### src/hdl/ias_pkg.sv
`timescale 1ns / 1ps
// ----------------------------------------------------------------------------
// ias_pkg
// Shared constants and types for the interval activity selector.
// ----------------------------------------------------------------------------
package ias_pkg;

	localparam int MAX_JOBS  = 64;
	localparam int TIME_BITS = 16;
	localparam int IDX_W     = 6;
	localparam int CNT_W     = $clog2(MAX_JOBS + 1);

	// One stored job: occupancy, times and arrival index.
	typedef struct packed {
		logic                 vld;
		logic [TIME_BITS-1:0] st;
		logic [TIME_BITS-1:0] fin;
		logic [IDX_W-1:0]     idx;
	} job_t;

	// Chain-wide command, broadcast to every cell.
	typedef struct packed {
		logic ins;
		logic shift;
	} cell_ctl_t;

	typedef enum logic [1:0] {
		ST_LOAD = 2'b01,
		ST_SCAN = 2'b10
	} state_t;

endpackage

### src/hdl/ias_cell.sv
`timescale 1ns / 1ps
// ----------------------------------------------------------------------------
// ias_cell
// One slot of the sorted job chain: keeps its job, takes the new job, or
// takes its left neighbor's job on insert; takes its right neighbor on scan.
// ----------------------------------------------------------------------------
module ias_cell import ias_pkg::*; (
	input  logic      clk,
	input  logic      arst_n,
	input  cell_ctl_t ctl,
	input  job_t      new_job,
	input  logic      prev_keep,
	input  job_t      prev_job,
	input  job_t      next_job,
	output job_t      job,
	output logic      keep
);

	job_t job_q;

	// ties stay ahead of the new job, so the order is stable by arrival
	assign keep = job_q.vld && (job_q.fin <= new_job.fin);
	assign job  = job_q;

	always_ff @(posedge clk or negedge arst_n) begin
		if (!arst_n) begin
			job_q <= '0;
		end else if (ctl.shift) begin
			job_q <= next_job;
		end else if (ctl.ins && !keep) begin
			job_q <= prev_keep ? new_job : prev_job;
		end
	end

endmodule

### config.mk
export PLATFORM = sky130hd
export DESIGN_NAME = ias_cell
export DESIGN_NICKNAME = d
export VERILOG_FILES = /design/src/hdl/ias_pkg.sv /design/src/hdl/ias_cell.sv
export SDC_FILE = /design/constraint.sdc
export NUM_CORES = 1
export LEC_CHECK = 0
export ABC_AREA = 1
export ABC_CLOCK_PERIOD_IN_PS = 2100
export BUFFER_PORTS_ARGS = -buffer_cell sky130_fd_sc_hd__buf_4
export CORE_MARGIN = 3
export CORE_UTILIZATION = 44
export DETAILED_ROUTE_END_ITERATION = 16
export PLACE_DENSITY = 0.81
export REMOVE_ABC_BUFFERS = 1
export SYNTH_ARGS = -nofsm -noshare
export SYNTH_HDL_FRONTEND = slang
export SYNTH_SLANG_ARGS = --single-unit
### constraint.sdc
create_clock -name clk -period 2.1 [get_ports clk]
set_input_delay 0.21 -clock clk [delete_from_list [all_inputs] [get_ports clk]]
set_output_delay 0.21 -clock clk [all_outputs]
set_load 0.02 [all_outputs]
# Word-level counts from Yosys, hierarchy flattened
# Cells that the tools add are included.
# op_classes
n_lt_le_gt_ge	1
muxes	3
n_reduce_logical	4
# ops
operator	n
$mux W39	3
$le A16 B16 Y1	1
$logic_and A1 B1 Y1	2
$reduce_bool A2 Y1	1
$logic_not A1 Y1	1
# word_totals
regBits	39
input_bits	122

# Depth between registers and ports, before layout
# Gate-level depths: netlist of the first run.
# depth
word_depth	6
ltp_mapped	19

# Worst setup path before layout of the first run
# No wires, ideal clock.
# synth_timing
path_kind	register -> register
startpoint	register job_q (netlist bit job[13])
endpoint	register job_q (netlist bit job[16])
setup_time_ns	0.117
arrival_ns	1.755
t_required_ns	1.983
slack_ns	0.228
path_stages_with_launch	15
synth_period_minus_slack_ns	1.872
cell_sequence	dfrtp_1 > ha_1 > a21o_1 > nor2_1 > nand2_1 > nand2_1 > nand2_1 > nand2_1 > nand2_2 > nand2_2 > nand2_2 > buf_6 > buf_6 > nand2_1 > nand2_1
# synth_between
elab_chain_len	5
# synth_lines
element	line_no	text
from (decl)	ias_cell.sv:19	job_t job_q;
from (signal assigned)	ias_cell.sv:29	job_q <= next_job;
from (signal assigned)	ias_cell.sv:31	job_q <= prev_keep ? new_job : prev_job;
$le A16 B16 Y1	ias_cell.sv:22	assign keep = job_q.vld && (job_q.fin <= new_job.fin);
$logic_and A1 B1 Y1	ias_cell.sv:22	
$logic_not A1 Y1	ias_cell.sv:30	end else if (ctl.ins && !keep) begin
$logic_and A1 B1 Y1	ias_cell.sv:30	
$reduce_bool A2 Y1 (no line)	--	
# Every way passes these cells.
# A chain may end at the register's enable or synchronous reset.

# Worst setup path after layout of the first run
# layout_timing
startpoint	register job_q (netlist bit job[20])
endpoint	output port keep
# layout_between
elab_chain_len	2
# layout_lines
element	line_no	text
$le A16 B16 Y1	ias_cell.sv:22	
$logic_and A1 B1 Y1	ias_cell.sv:22	
to (decl)	ias_cell.sv:16	output logic keep
# Every way passes these cells.

==> results of run 1 <==
power by group:
group | switching [uW] | total [uW] | internal, uW
sequential | 88.5 | 951 | 862
combinational | 553 | 1050 | 493
clock | 272 | 626 | 354
placed cells by master, fill, tap and decap left out:
master / instances
buf_4: 169
nand2_1: 150
o21ai_0: 48
nand3_1: 41
dfrtp_1: 38
mux2i_1: 24
inv_1: 22
ha_1: 13
o21ai_1: 7
a21oi_1: 5
nor2_1: 5
clkbuf_8: 5
nand2_2: 3
ha_4: 3
a21o_1: 1
nand4_1: 1
nor3_4: 1
a21oi_2: 1
bufinv_16: 1
clkinv_4: 1
clkinv_2: 1
dlygate4sd3_1: 1
dfrtp_2: 1
buf_6: 1
buf_12: 1
synth_stat cells (all sizes together):
cell	number	share of area
a21oi	6	0.011
a21o	1	0.0027
dfrtp	39	0.35
nor2	5	0.0068
ha	16	0.072
nand4	1	0.0023
o21ai	55	0.099
buf	17	0.037
clkbuf	10	0.014
nand2	153	0.21
mux2i	24	0.087
nand3	41	0.074
inv	22	0.030
nor3	1	0.0036
worst min path at each step:
stage	start	depth (start not counted)	slack, ns	to
2_1_floorplan	arst_n	0	-0.09	job[0]$_DFFE_PN0P_
3_3_place_gp	arst_n	1	0.21	job[12]$_DFFE_PN0P_
3_5_place_dp	arst_n	1	0.21	job[7]$_DFFE_PN0P_
4_1_cts	next_job[1]	5	0.22	job[1]$_DFFE_PN0P_
5_1_grt	next_job[36]	5	0.24	job[36]$_DFFE_PN0P_
6_report	next_job[36]	5	0.22	job[36]$_DFFE_PN0P_
metrics by stage:
step / power, uW / TNS, ns / worst slack (ns) / instances / hold WS (ns)
final: 2620 / 0 / 0.0912 / 619 / 0.218
after global routing: 2790 / -0.00767 / -0.00767 / 619 / 0.236
after CTS: 2600 / 0 / 0.0364 / 616 / 0.216
after detailed placement: 1980 / 0 / 0.144 / 607 / 0.214
after global placement: 1940 / 0 / 0.194 / 607 / 0.209
after floorplan: 1430 / -11.09 / -0.284 / 364 / -0.0856
metal layers:
layer	vias up	track usage
met5	-	0
met4	0	0.0403
met3	8	0.0612
met2	131	0.421
met1	1421	0.269
li1	1576	-
critical path: stages, from the launching register on:
cell and delay [ns]:
dfrtp_1 0.42, ha_1 0.28, nand2_1 0.14, o21ai_0 0.14, a21oi_2 0.15, nand2_1 0.07
nand2_1 0.07, nand2_2 0.06, inv_1 0.06, buf_6 0.11
layout make-up:
| type | instances | area (sq um) | area share |
|---|---|---|---|
| Timing Repair Buffer | 172 | 1310 | 0.312 |
| Clock buffer | 5 | 68.8 | 0.0164 |
| Multi-Input combinational cell | 303 | 1620 | 0.386 |
| Clock inverter | 3 | 43.8 | 0.0104 |
| Sequential cell | 39 | 977 | 0.233 |
| Tap cell | 75 | 93.8 | 0.0223 |
| Inverter | 22 | 82.6 | 0.0197 |
kinds of logic after synthesis:
logic type / after synthesis
and+or+nand+nor: 201
muxes: 24
DFF: 39
buffers and inverters: 49
AOI/OAI and AO/OA: 62
adders and majority gates: 16
repair_timing:
action	in CTS	in global routing
hold buffers	1	0
gates resized for setup	0	7
hold endpoints to repair	39	0
buffers inserted	0	3
endpoints found under the setup margin	0	14
==> flow_metrics.py, run 1 <==
metrics = {
    "power_and_ir_drop": {
        "p_leak_uw": 0.00237,
        "peakVddDrop_mv": 0.325,
        "powerDensity_nw_per_um2": 624,
    },
    "cells_and_area": {
        "nets": 681,
        "syn_to_final_growth_pct": 51.4,
        "final_util": 0.697,
        "finalInstanceArea_sq_um": 4200,
        "drive_gt1_frac": 0.346,
        "nFillCells": 493,
        "largest_register_ffs": 39,
        "antenna_cells": 0,
    },
    "sta": {
        "worstMarginPinSlew_ns": 0.654,
        "report.final.setup_viol": 0,
        "relSlewSlack": 0.564,
        "clock_skew_ns": 0.00803,
        "fin_crit_ns": 2.01,
        "final_hold_viol_count": 0,
        "fmax_ghz": 0.498,
        "drv_slew": 0,
        "fin_crit_sh": 0.957,
    },
    "setup_path": {
        "path_class": "reg -> out",
        "rr_worst_depth": 11,
        "r2r_slack_ns": 0.13,
        "end_kind": "primary output",
        "critPathCapture": "keep",
        "path_max_fanout": 3,
        "crit_arrival_ns": 1.80,
        "cp-startpoint": "job[20]$_DFFE_PN0P_",
        "r2r-end": "job[18]$_DFFE_PN0P_",
        "crit_path_start_kind": "flop",
        "cp_data_required_time_ns": 1.89,
        "rr_startpoint": "job[20]$_DFFE_PN0P_",
    },
    "outcome": {
        "outcome": "complete, no violations",
    },
    "die": {
        "initial_utilization": 0.460,
        "io_pins": 162,
        "rows": 28,
        "die_height_um": 85.4,
        "core_area_sq_um": 6030,
        "dieArea_sq_um": 7290,
        "dieWidth_um": 85.4,
    },
    "routing": {
        "routed-wl-met2_um": 4390,
        "ant_nets": 0,
        "viasPerCell": 5.07,
        "wire_per_inst_um": 13.7,
        "met1_length_um": 3300,
        "dr.pass1.iters": 4,
        "drt_iter0_drc": 103,
        "wl_met3_um": 695,
        "topRoutingLayerUsed": "met4",
        "finalWirelength_um": 8470,
        "vias": 3136,
        "drc": 0,
    },
    "cts": {
        "cts_buffer_depth": 2,
        "cts-root-buf": "clkbuf_8",
        "cts_tree": "yes",
        "cts-htree-levels": 2,
        "cts_made_buffers": 5,
        "clock_latency_ns": 0.29,
        "clk_pin_slew_worst_paths_ns": 0.08,
        "cts_sinks": 39,
    },
    "placed_design": {
        "dpl.hpwl_um": 6460,
        "placed_cell_area_sq_um": 4000,
        "place.gp.congestion": 0.846,
        "numPortBuffers": 161,
    },
    "logic_synthesis": {
        "synth_seq_cells": 39,
        "yosys_warnings": 0,
        "synth-xor-area-share": 0,
        "syn_avg_cell_area_sq_um": 7.09,
        "yosys.area_share.simple": 0.296,
        "synth_top_family_by_area": "simple AND/OR/NAND/NOR gates",
        "synth_compound_gate_area_share": 0.113,
        "synthMuxAreaShare": 0.0866,
        "synthCells": 391,
        "synth_fa_ha_area_frac": 0.0722,
        "ys_seq_area_frac": 0.352,
        "synth.distinct_cells": 19,
        "synth_area_sq_um": 2770,
    },
    "global_routing": {
        "antenna_found_initial": 0,
        "grt_pass1_wl_um": 13700,
        "grt_max_degree": 56,
        "grt_use_total": 0.229,
        "grt_pass1_vias": 3094,
        "grt-ovfl-total": 0,
    },
    "min_path": {
        "hp-class": "in -> reg",
    },
    "flow_run": {
        "drv_cap": 0,
    },
}
Power figures use the tool's default switching activity.
==> run 2, diff against run 1 <==
--- a/config.mk
+++ b/config.mk
@@ -11,7 +11,7 @@
 export CORE_MARGIN = 3
 export CORE_UTILIZATION = 44
 export DETAILED_ROUTE_END_ITERATION = 16
-export PLACE_DENSITY = 0.81
+export PLACE_DENSITY = 0.9
 export REMOVE_ABC_BUFFERS = 1
 export SYNTH_ARGS = -nofsm -noshare
 export SYNTH_HDL_FRONTEND = slang
==> run 2 against run 1 <==
  * Clock power is 19% lower
  * Highest routed layer unchanged
  * Register-to-register slack better by 0.06 ns
  * Non-clock buffer count decreased by 2
  * Cell count decreased by 0.48%
  * Wire length decreased by 5.4%
  * First-iteration DRC count grew 49%
  * Combinational power hardly changed
  * Clock skew fell by 0.0050 ns
  * Sequential share of layout area increased by 0.31 points
  * Die area did not move
  * Critical endpoint unchanged
  * Largest cell class unchanged
==> flow_metrics.py, run 2 (synthesis gave the netlist of run 1 again) <==
metrics = {
    "setup_path": {
        "path_max_fanout": 3,
        "r2r-end": "job[16]$_DFFE_PN0P_",
        "r2r_slack_ns": 0.19,
        "path_class": "reg -> out",
        "rr_worst_depth": 11,
        "end_kind": "primary output",
        "cp_data_required_time_ns": 1.89,
        "crit_path_start_kind": "flop",
        "crit_arrival_ns": 1.78,
        "rr_startpoint": "job[17]$_DFFE_PN0P_",
    },
    "die": {
        "die_height_um": 85.4,
        "rows": 28,
        "core_area_sq_um": 6030,
        "dieArea_sq_um": 7290,
        "dieWidth_um": 85.4,
        "io_pins": 162,
        "initial_utilization": 0.460,
    },
    "global_routing": {
        "grt_max_degree": 55,
        "antenna_found_initial": 0,
        "grt_pass1_vias": 3093,
        "grt-ovfl-total": 0,
        "grt_use_total": 0.217,
        "grt_pass1_wl_um": 13100,
    },
    "cells_and_area": {
        "nets": 679,
        "final_common_cell": "buf_4",
        "drive_gt1_frac": 0.338,
        "syn_to_final_growth_pct": 49.3,
        "largest_register_ffs": 39,
        "antenna_cells": 0,
        "layout_common_cells": "167 x buf_4, 150 x nand2_1, 48 x o21ai_0, 41 x nand3_1, 39 x dfrtp_1",
    },
    "routing": {
        "finalWirelength_um": 8010,
        "drt_iter0_drc": 153,
        "wire_per_inst_um": 13.0,
        "viasPerCell": 5.12,
        "vias": 3152,
        "drc": 0,
        "ant_nets": 0,
        "dr.pass1.iters": 4,
    },
    "power_and_ir_drop": {
        "peakVddDrop_mv": 0.341,
        "seqPwrFrac": 0.380,
        "internal_power_uw": 1610,
        "swShare": 0.353,
        "comb_power_share": 0.417,
        "p_leak_uw": 0.00235,
        "p_total_uw": 2480,
        "powerDensity_nw_per_um2": 600,
        "p_sw_uw": 876,
        "pwr-share-clk": 0.203,
    },
    "cts": {
        "clock_latency_ns": 0.28,
        "cts_buffer_depth": 2,
        "cts-root-buf": "clkbuf_8",
        "cts-htree-levels": 2,
        "clk_pin_slew_worst_paths_ns": 0.07,
        "cts_tree": "yes",
        "cts_sinks": 39,
        "cts_made_buffers": 5,
    },
    "sta": {
        "relSlewSlack": 0.571,
        "finalSetupTns_ns": 0,
        "worstMarginPinSlew_ns": 0.643,
        "drv_slew": 0,
        "rsz0062_at_grt": "false",
        "fmax_ghz": 0.503,
        "clock_skew_ns": 0.00300,
        "final_hold_viol_count": 0,
        "fin_crit_sh": 0.948,
        "report.final.setup_viol": 0,
        "fin_crit_ns": 1.99,
    },
    "flow_run": {
        "drv_cap": 0,
    },
    "outcome": {
        "outcome": "complete, no violations",
    },
    "min_path": {
        "hold_path_depth": 5,
        "hp-class": "in -> reg",
        "hp-start": "next_job[19]",
        "hold-path-endpoint": "job[19]$_DFFE_PN0P_",
    },
    "placed_design": {
        "place.gp.congestion": 0.791,
        "dpl.hpwl_um": 6050,
        "numPortBuffers": 161,
    },
}
run 2: cell types whose count changed in the layout (fill, tap and decap cells not counted), sizes merged:
cell    previous run  this run
buf              171       169
bufinv             1         0
clkbuf             5         6
clkinv             2         1
run 2: power groups by stage:
| stage | sequential [uW] | combinational (uW) | clock [uW] |
|---|---|---|---|
| 5_1_grt | 959 | 1140 | 554 |
| 2_1_floorplan | 1080 | 346 | 0 |
| 3_3_place_gp | 953 | 981 | 0 |
| 3_5_place_dp | 955 | 1020 | 0 |
| 6_report | 944 | 1030 | 505 |
| 4_1_cts | 944 | 1020 | 517 |
run 2: worst max-delay path by stage:
stage | from | endpoint | slack (ns) | cells past startpoint
final | job[21]$_DFFE_PN0P_ | keep | 0.11 | 9
after floorplan | job[13]$_DFFE_PN0P_ | job[0]$_DFFE_PN0P_ | -0.28 | 12
after detailed placement | job[17]$_DFFE_PN0P_ | job[12]$_DFFE_PN0P_ | 0.13 | 12
after CTS | job[17]$_DFFE_PN0P_ | keep | 0.03 | 9
after global placement | job[17]$_DFFE_PN0P_ | job[13]$_DFFE_PN0P_ | 0.23 | 12
after global routing | job[16]$_DFFE_PN0P_ | keep | 0.01 | 9
run 2: through the flow:
stage	utilization	instances	hold WS, ns	area (sq um)	worst slack, ns
final	0.687	616	0.227	4140	0.110
after global routing	0.687	616	0.258	4140	0.0114
after CTS	0.680	613	0.220	4100	0.0286
after detailed placement	0.664	605	0.211	4000	0.133
after global placement	0.664	605	0.201	4000	0.231
after floorplan	-	364	-0.0856	2630	-0.284
run 2: layer usage:
layer	routed length (um)	GRT usage	part of all wire
met1	3100	0.243	0.39
met2	4110	0.403	0.51
met3	656	0.0553	0.082
met4	139	0.0647	0.017
met5	0	0	0
run 2: worst max-delay path: stages (launching register included):
cell	delay, ns
dfrtp_1	0.41
ha_1	0.30
nand2_1	0.09
o21ai_0	0.25
a21oi_2	0.07
nand2_1	0.07
nand2_1	0.06
nand2_2	0.06
inv_1	0.04
buf_4	0.15
run 2: what timing repair did:
action / CTS / global route
resized for setup: 0 / 3
hold buffers: 1 / 0
endpoints found under the setup margin: 0 / 4
hold endpoints to repair: 39 / 0
setup buffers: 0 / 3
run 2: cell type report:
class	count	area, sq um
fill	483	1890
multi-input combinational	303	1600
timing repair buffer	170	1300
sequential	39	976
tap	75	93.8
clock buffer	6	82.6
inverter	22	82.6
clock inverter	1	5.00
